--- src/mrt_pkg.sv ---
package mrt_pkg;

	localparam int SLOTS = 16;
	localparam int SLOT_W = 4;
	localparam int ADDR_W = 38;
	localparam int END_W = 39;
	localparam int LEN_W = 39;
	localparam int OFF_W = 31;
	localparam int PROT_W = 3;
	localparam int STAT_W = 3;

	// request types
	localparam logic [1:0] REQ_MAP    = 2'd0;
	localparam logic [1:0] REQ_LOOKUP = 2'd1;
	localparam logic [1:0] REQ_UNMAP  = 2'd2;

	// status codes
	localparam logic [STAT_W-1:0] ST_OK       = 3'd0;
	localparam logic [STAT_W-1:0] ST_BAD_FILE = 3'd1;
	localparam logic [STAT_W-1:0] ST_NO_SPACE = 3'd2;
	localparam logic [STAT_W-1:0] ST_PERM     = 3'd3;
	localparam logic [STAT_W-1:0] ST_FULL     = 3'd4;
	localparam logic [STAT_W-1:0] ST_NOT_FND  = 3'd5;
	localparam logic [STAT_W-1:0] ST_MIDDLE   = 3'd6;

	// config register indexes
	localparam logic [0:0] REG_BASE = 1'd0;
	localparam logic [0:0] REG_TOP  = 1'd1;

	// controller to datapath
	typedef struct packed {
		logic load;        // capture request
		logic scan_clr;    // start a slot sweep
		logic scan_step;   // examine one slot
		logic next_cand;   // advance candidate to best end found
		logic commit_map;  // write new region, emit
		logic unmap_do;    // apply unmap, emit
		logic emit_err;    // emit an error status
		logic [STAT_W-1:0] err_code;
		logic emit_find;   // lookup hit / middle unmap
	} mrt_cmd_t;

	// datapath to controller
	typedef struct packed {
		logic [1:0] req_type;
		logic file_ok;
		logic perm_ok;
		logic scan_last;   // slot index at last entry
		logic cand_bad;    // candidate out of range
		logic overlap;     // candidate overlaps some region
		logic have_next;   // some region ends beyond candidate
		logic free_found;
		logic hit;         // address found
		logic middle;      // unmap would punch a hole
	} mrt_stat_t;

endpackage

--- src/mrt_ctrl.sv ---
module mrt_ctrl (
	input  logic             clk,
	input  logic             arst_n,
	input  logic             start,
	output logic             busy,
	input  mrt_pkg::mrt_stat_t st,
	output mrt_pkg::mrt_cmd_t  cmd
);
	import mrt_pkg::*;

	localparam logic [2:0] S_IDLE  = 3'd0;
	localparam logic [2:0] S_DISP  = 3'd1;
	localparam logic [2:0] S_GAP   = 3'd2;
	localparam logic [2:0] S_GAPCK = 3'd3;
	localparam logic [2:0] S_FIND  = 3'd4;
	localparam logic [2:0] S_FINDK = 3'd5;

	logic [2:0] state_q;
	logic [2:0] state_d;
	logic [SLOT_W+1:0] iter_q;
	logic [SLOT_W+1:0] iter_d;

	assign busy = (state_q != S_IDLE);

	// next state and commands
	always_comb begin
		state_d = state_q;
		iter_d = iter_q;
		cmd = '0;
		unique case (state_q)
			S_IDLE: begin
				if (start) begin
					cmd.load = 1'b1;
					state_d = S_DISP;
				end
			end
			S_DISP: begin
				cmd.scan_clr = 1'b1;
				iter_d = '0;
				priority if (st.req_type == REQ_MAP && !st.file_ok) begin
					cmd.emit_err = 1'b1;
					cmd.err_code = ST_BAD_FILE;
					state_d = S_IDLE;
				end else if (st.req_type == REQ_MAP) begin
					state_d = S_GAP;
				end else if (st.req_type == REQ_LOOKUP || st.req_type == REQ_UNMAP) begin
					state_d = S_FIND;
				end else begin
					cmd.emit_err = 1'b1;
					cmd.err_code = ST_NOT_FND;
					state_d = S_IDLE;
				end
			end
			S_GAP: begin
				cmd.scan_step = 1'b1;
				if (st.scan_last) state_d = S_GAPCK;
			end
			S_GAPCK: begin
				priority if (st.cand_bad) begin
					cmd.emit_err = 1'b1;
					cmd.err_code = ST_NO_SPACE;
					state_d = S_IDLE;
				end else if (!st.overlap) begin
					priority if (!st.perm_ok) begin
						cmd.emit_err = 1'b1;
						cmd.err_code = ST_PERM;
					end else if (!st.free_found) begin
						cmd.emit_err = 1'b1;
						cmd.err_code = ST_FULL;
					end else begin
						cmd.commit_map = 1'b1;
					end
					state_d = S_IDLE;
				end else if (!st.have_next || iter_q == (SLOT_W+2)'(SLOTS)) begin
					cmd.emit_err = 1'b1;
					cmd.err_code = ST_NO_SPACE;
					state_d = S_IDLE;
				end else begin
					cmd.next_cand = 1'b1;
					cmd.scan_clr = 1'b1;
					iter_d = iter_q + 1'b1;
					state_d = S_GAP;
				end
			end
			S_FIND: begin
				cmd.scan_step = 1'b1;
				if (st.scan_last) state_d = S_FINDK;
			end
			S_FINDK: begin
				priority if (!st.hit) begin
					cmd.emit_err = 1'b1;
					cmd.err_code = ST_NOT_FND;
				end else if (st.req_type == REQ_LOOKUP) begin
					cmd.emit_find = 1'b1;
				end else if (st.middle) begin
					cmd.emit_find = 1'b1;
					cmd.err_code = ST_MIDDLE;
				end else begin
					cmd.unmap_do = 1'b1;
				end
				state_d = S_IDLE;
			end
			default: state_d = S_IDLE;
		endcase
	end

	always_ff @(posedge clk or negedge arst_n) begin
		if (!arst_n) begin
			state_q <= S_IDLE;
			iter_q <= '0;
		end else begin
			state_q <= state_d;
			iter_q <= iter_d;
		end
	end

endmodule

--- config.mk ---
export PLATFORM = sky130hd
export DESIGN_NAME = mrt_ctrl
export DESIGN_NICKNAME = d
export VERILOG_FILES = /design/src/mrt_pkg.sv /design/src/mrt_ctrl.sv
export SDC_FILE = /design/constraint.sdc
export NUM_CORES = 1
export LEC_CHECK = 0
export ABC_AREA = 1
export BUFFER_PORTS_ARGS = -buffer_cell sky130_fd_sc_hd__buf_2
export CAP_MARGIN = 10
export CORE_MARGIN = 5
export CORE_UTILIZATION = 44
export DETAILED_ROUTE_END_ITERATION = 6
export PLACE_DENSITY = 0.74
export SLEW_MARGIN = 20
export SYNTH_ARGS = -nofsm -noshare
export SYNTH_HDL_FRONTEND = slang
export SYNTH_SLANG_ARGS = --single-unit
--- constraint.sdc ---
create_clock -name clk -period 1.2 [get_ports clk]
set_input_delay 0.12 -clock clk [delete_from_list [all_inputs] [get_ports clk]]
set_output_delay 0.12 -clock clk [all_outputs]
set_load 0.01 [all_outputs]
==> reports/qor.yml <==
status:
  status: "complete, but fails checks"
  violations: "setup timing"
worst_setup_path:
  cp_max_fo: 2
  cp-start-kind: "flip-flop"
  worstPathRequired_ns: 1.08
  arrival_ns: 1.58
  critPathKind: "flip-flop to primary output"
  worst_setup_path_end_kind: "primary output"
floorplan:
  die_x_um: 51.55
  num_rows: 15
  pin_count: 26
  start_util_pct: 44.96
  die_h_um: 51.55
  core_area_um2: 1689
  die_area_um2: 2657
hold_path:
  hold_path.class: "input port to flip-flop"
timing:
  clock.fmax_mhz: 589.5
  rsz0062_at_grt: "yes"
  skew_ns: 0.01626
  fin_crit_ns: 1.696
  whs_ns: 0.1105
  final.period_utilization_pct: 141.4
  layout_setup_ws_ns: -0.4963
  slew_headroom_pct: 72.06
  setup_violations: 21
  worst_slew_pin_slew_ns: 0.4176
  finalHoldViolations: 0
  slew_viol_final: 0
global_routing:
  gr-total-overflow: 0
  grt_start_max_net_pins: 10
  grt_pass1_vias: 996
  track_usage_pct: 20.18
  grt_pass1_wl_um: 4188
  antenna_found_initial: 0
power:
  powerDensity_nw_per_um2: 1478
  max-vdd-ir-drop_mv: 1.238
  p_leak_uw: 0.0007483
  p_total_uw: 2230
route:
  antenna_left: 0
  vias: 1087
  wl_per_cell_um: 18.61
  vias_per_cell: 5.661
  drtIter0Drc: 29
  wl_um: 3573
  drtPass1Iterations: 4
  drc_errors: 0
cells_and_area:
  final_common_cell: "buf_6"
  nFillCells: 71
  drive_gt1_share_pct: 63.43
  stdcell_area_um2: 1509
  layout_common_cells: "buf_6 (21), buf_2 (19), buf_4 (18)"
  area_growth_pct: 98.68
  layout.nets: 195
  diodes: 0
synth:
  ys_ff_latch: 9
  synth_area_per_cell_um2: 6.781
  syn_inst: 112
  synth.distinct_cells: 22
  synthesis.nets: 131
  yosysWarningCount: 0
  syn-cell-area_um2: 759.5
  ys_seq_area_share_pct: 29.65
clock_tree:
  clk_pin_slew_ns: 0.08
  clockRootBuffer: "clkbuf_4"
  cts_max_level: 1
  clk_latency_ns: 0.26
  cts_buffer_depth: 2
  clock-sinks: 9
  cts_tree: "yes"
  numCtsBuffers: 3
job:
  drv_cap: 0
placement:
  port-buffer-count: 25
  gp_congestion: 0.8356
  hpwl_um: 1465
  place_area_um2: 985.9
## cells in the mapped netlist
library cell | count | area share, %
xnor2_1 | 1 | 1.2
o21ai_1 | 4 | 2.6
dfrtp_1 | 9 | 30
nor3_2 | 2 | 2.6
nand2_4 | 1 | 1.5
clkinv_2 | 1 | 0.66
nor2_1 | 13 | 6.4
o21bai_1 | 1 | 0.99
nand3_1 | 19 | 13
inv_1 | 17 | 8.4
nor3_1 | 1 | 0.66
inv_2 | 6 | 3.0
o22ai_1 | 1 | 0.82
nor4_1 | 1 | 0.82
nand3_4 | 1 | 2.3
nand4_1 | 1 | 0.82
xor2_1 | 2 | 2.3
ha_1 | 5 | 8.2
nand3b_1 | 1 | 0.99
nand2_1 | 22 | 11
nand3_2 | 1 | 1.3
o21ai_0 | 2 | 1.3
## registers in the layout, indices dropped and copies added, names as in the netlist
| register | flops |
|---|---|
| iter_q | 6 |
| state_q | 3 |
## repair_timing
item | 4_1_cts | 5_1_grt
resized for setup | 35 | 46
setup endpoints to repair | 19 | 20
buffers inserted | 16 | 14
endpoints found under the hold margin | 9 | 0
hold buffers | 1 | 0
pin swaps | 14 | 22
gates cloned | 0 | 0
## metrics by stage
stage / util, % / setup TNS (ns) / setup slack (ns) / instances
after global placement: 58.37 / -0.2960 / -0.05659 / 164
after detailed placement: 58.37 / -0.5521 / -0.07674 / 164
final: 89.33 / -4.982 / -0.4963 / 192
after CTS: 76.37 / -3.549 / -0.3177 / 185
after floorplan: - / 0 / 0.0002077 / 112
after global routing: 89.33 / -5.933 / -0.5332 / 192
## routing by layer
layer  up-vias  wire [µm]  GRT usage [%]
li1        485          -              -
met1       518       1303          22.78
met2        69       1837          39.83
met3        15        262          3.152
met4         0        170          3.057
met5         -          0              0
## final timing paths
kind / from / endpoint / slack, ns / cells past startpoint
worst min-delay path: st[6] / state_q[0] / 0.11 / 3
min in group asynchronous: arst_n / iter_q[3] / 0.24 / 2
worst min register to register: iter_q[5] / iter_q[5] / 0.60 / 2
max in group asynchronous: arst_n / state_q[1] / 0.74 / 2
worst max-delay path: iter_q[0] / cmd[2] / -0.50 / 9
worst max register to register: iter_q[0] / iter_q[2] / -0.25 / 10
## critical path, stage by stage, from the launching register on
cell	delay (ns)
dfrtp_1	0.41
inv_2	0.11
ha_4	0.14
nand2_4	0.04
inv_2	0.07
nand3_4	0.09
nand2_4	0.09
nand3_2	0.08
o21ai_1	0.12
buf_2	0.17
## report_power, final
group          total (µW)  switching (µW)  internal, µW
Clock                 239             111           128
Combinational        1590             796           795
Sequential            400            51.6           349
Total                2230             958          1270
## area by class of cell
| cell class | instances | area [µm²] | share of cell area (%) |
|---|---|---|---|
| multi-input combinational | 79 | 651.9 | 43.20 |
| timing repair buffer | 59 | 476.7 | 31.59 |
| sequential | 9 | 227.7 | 15.09 |
| inverter | 24 | 105.1 | 6.965 |
| clock buffer | 4 | 26.28 | 1.741 |
| tap | 17 | 21.27 | 1.410 |
## cells by family (layout without fill, tap and decap cells)
family	count (synthesis)	count (layout)	share of synthesized area, %
and+or+nand+nor	63	63	40.86
buffers and inverters	24	87	12.03
DFF	9	9	29.65
AOI/OAI and AO/OA	8	8	5.767
adders and majority gates	5	5	8.237
xor gates and xnor gates	3	3	3.460
Note: power is estimated with default switching activity, not from simulation.
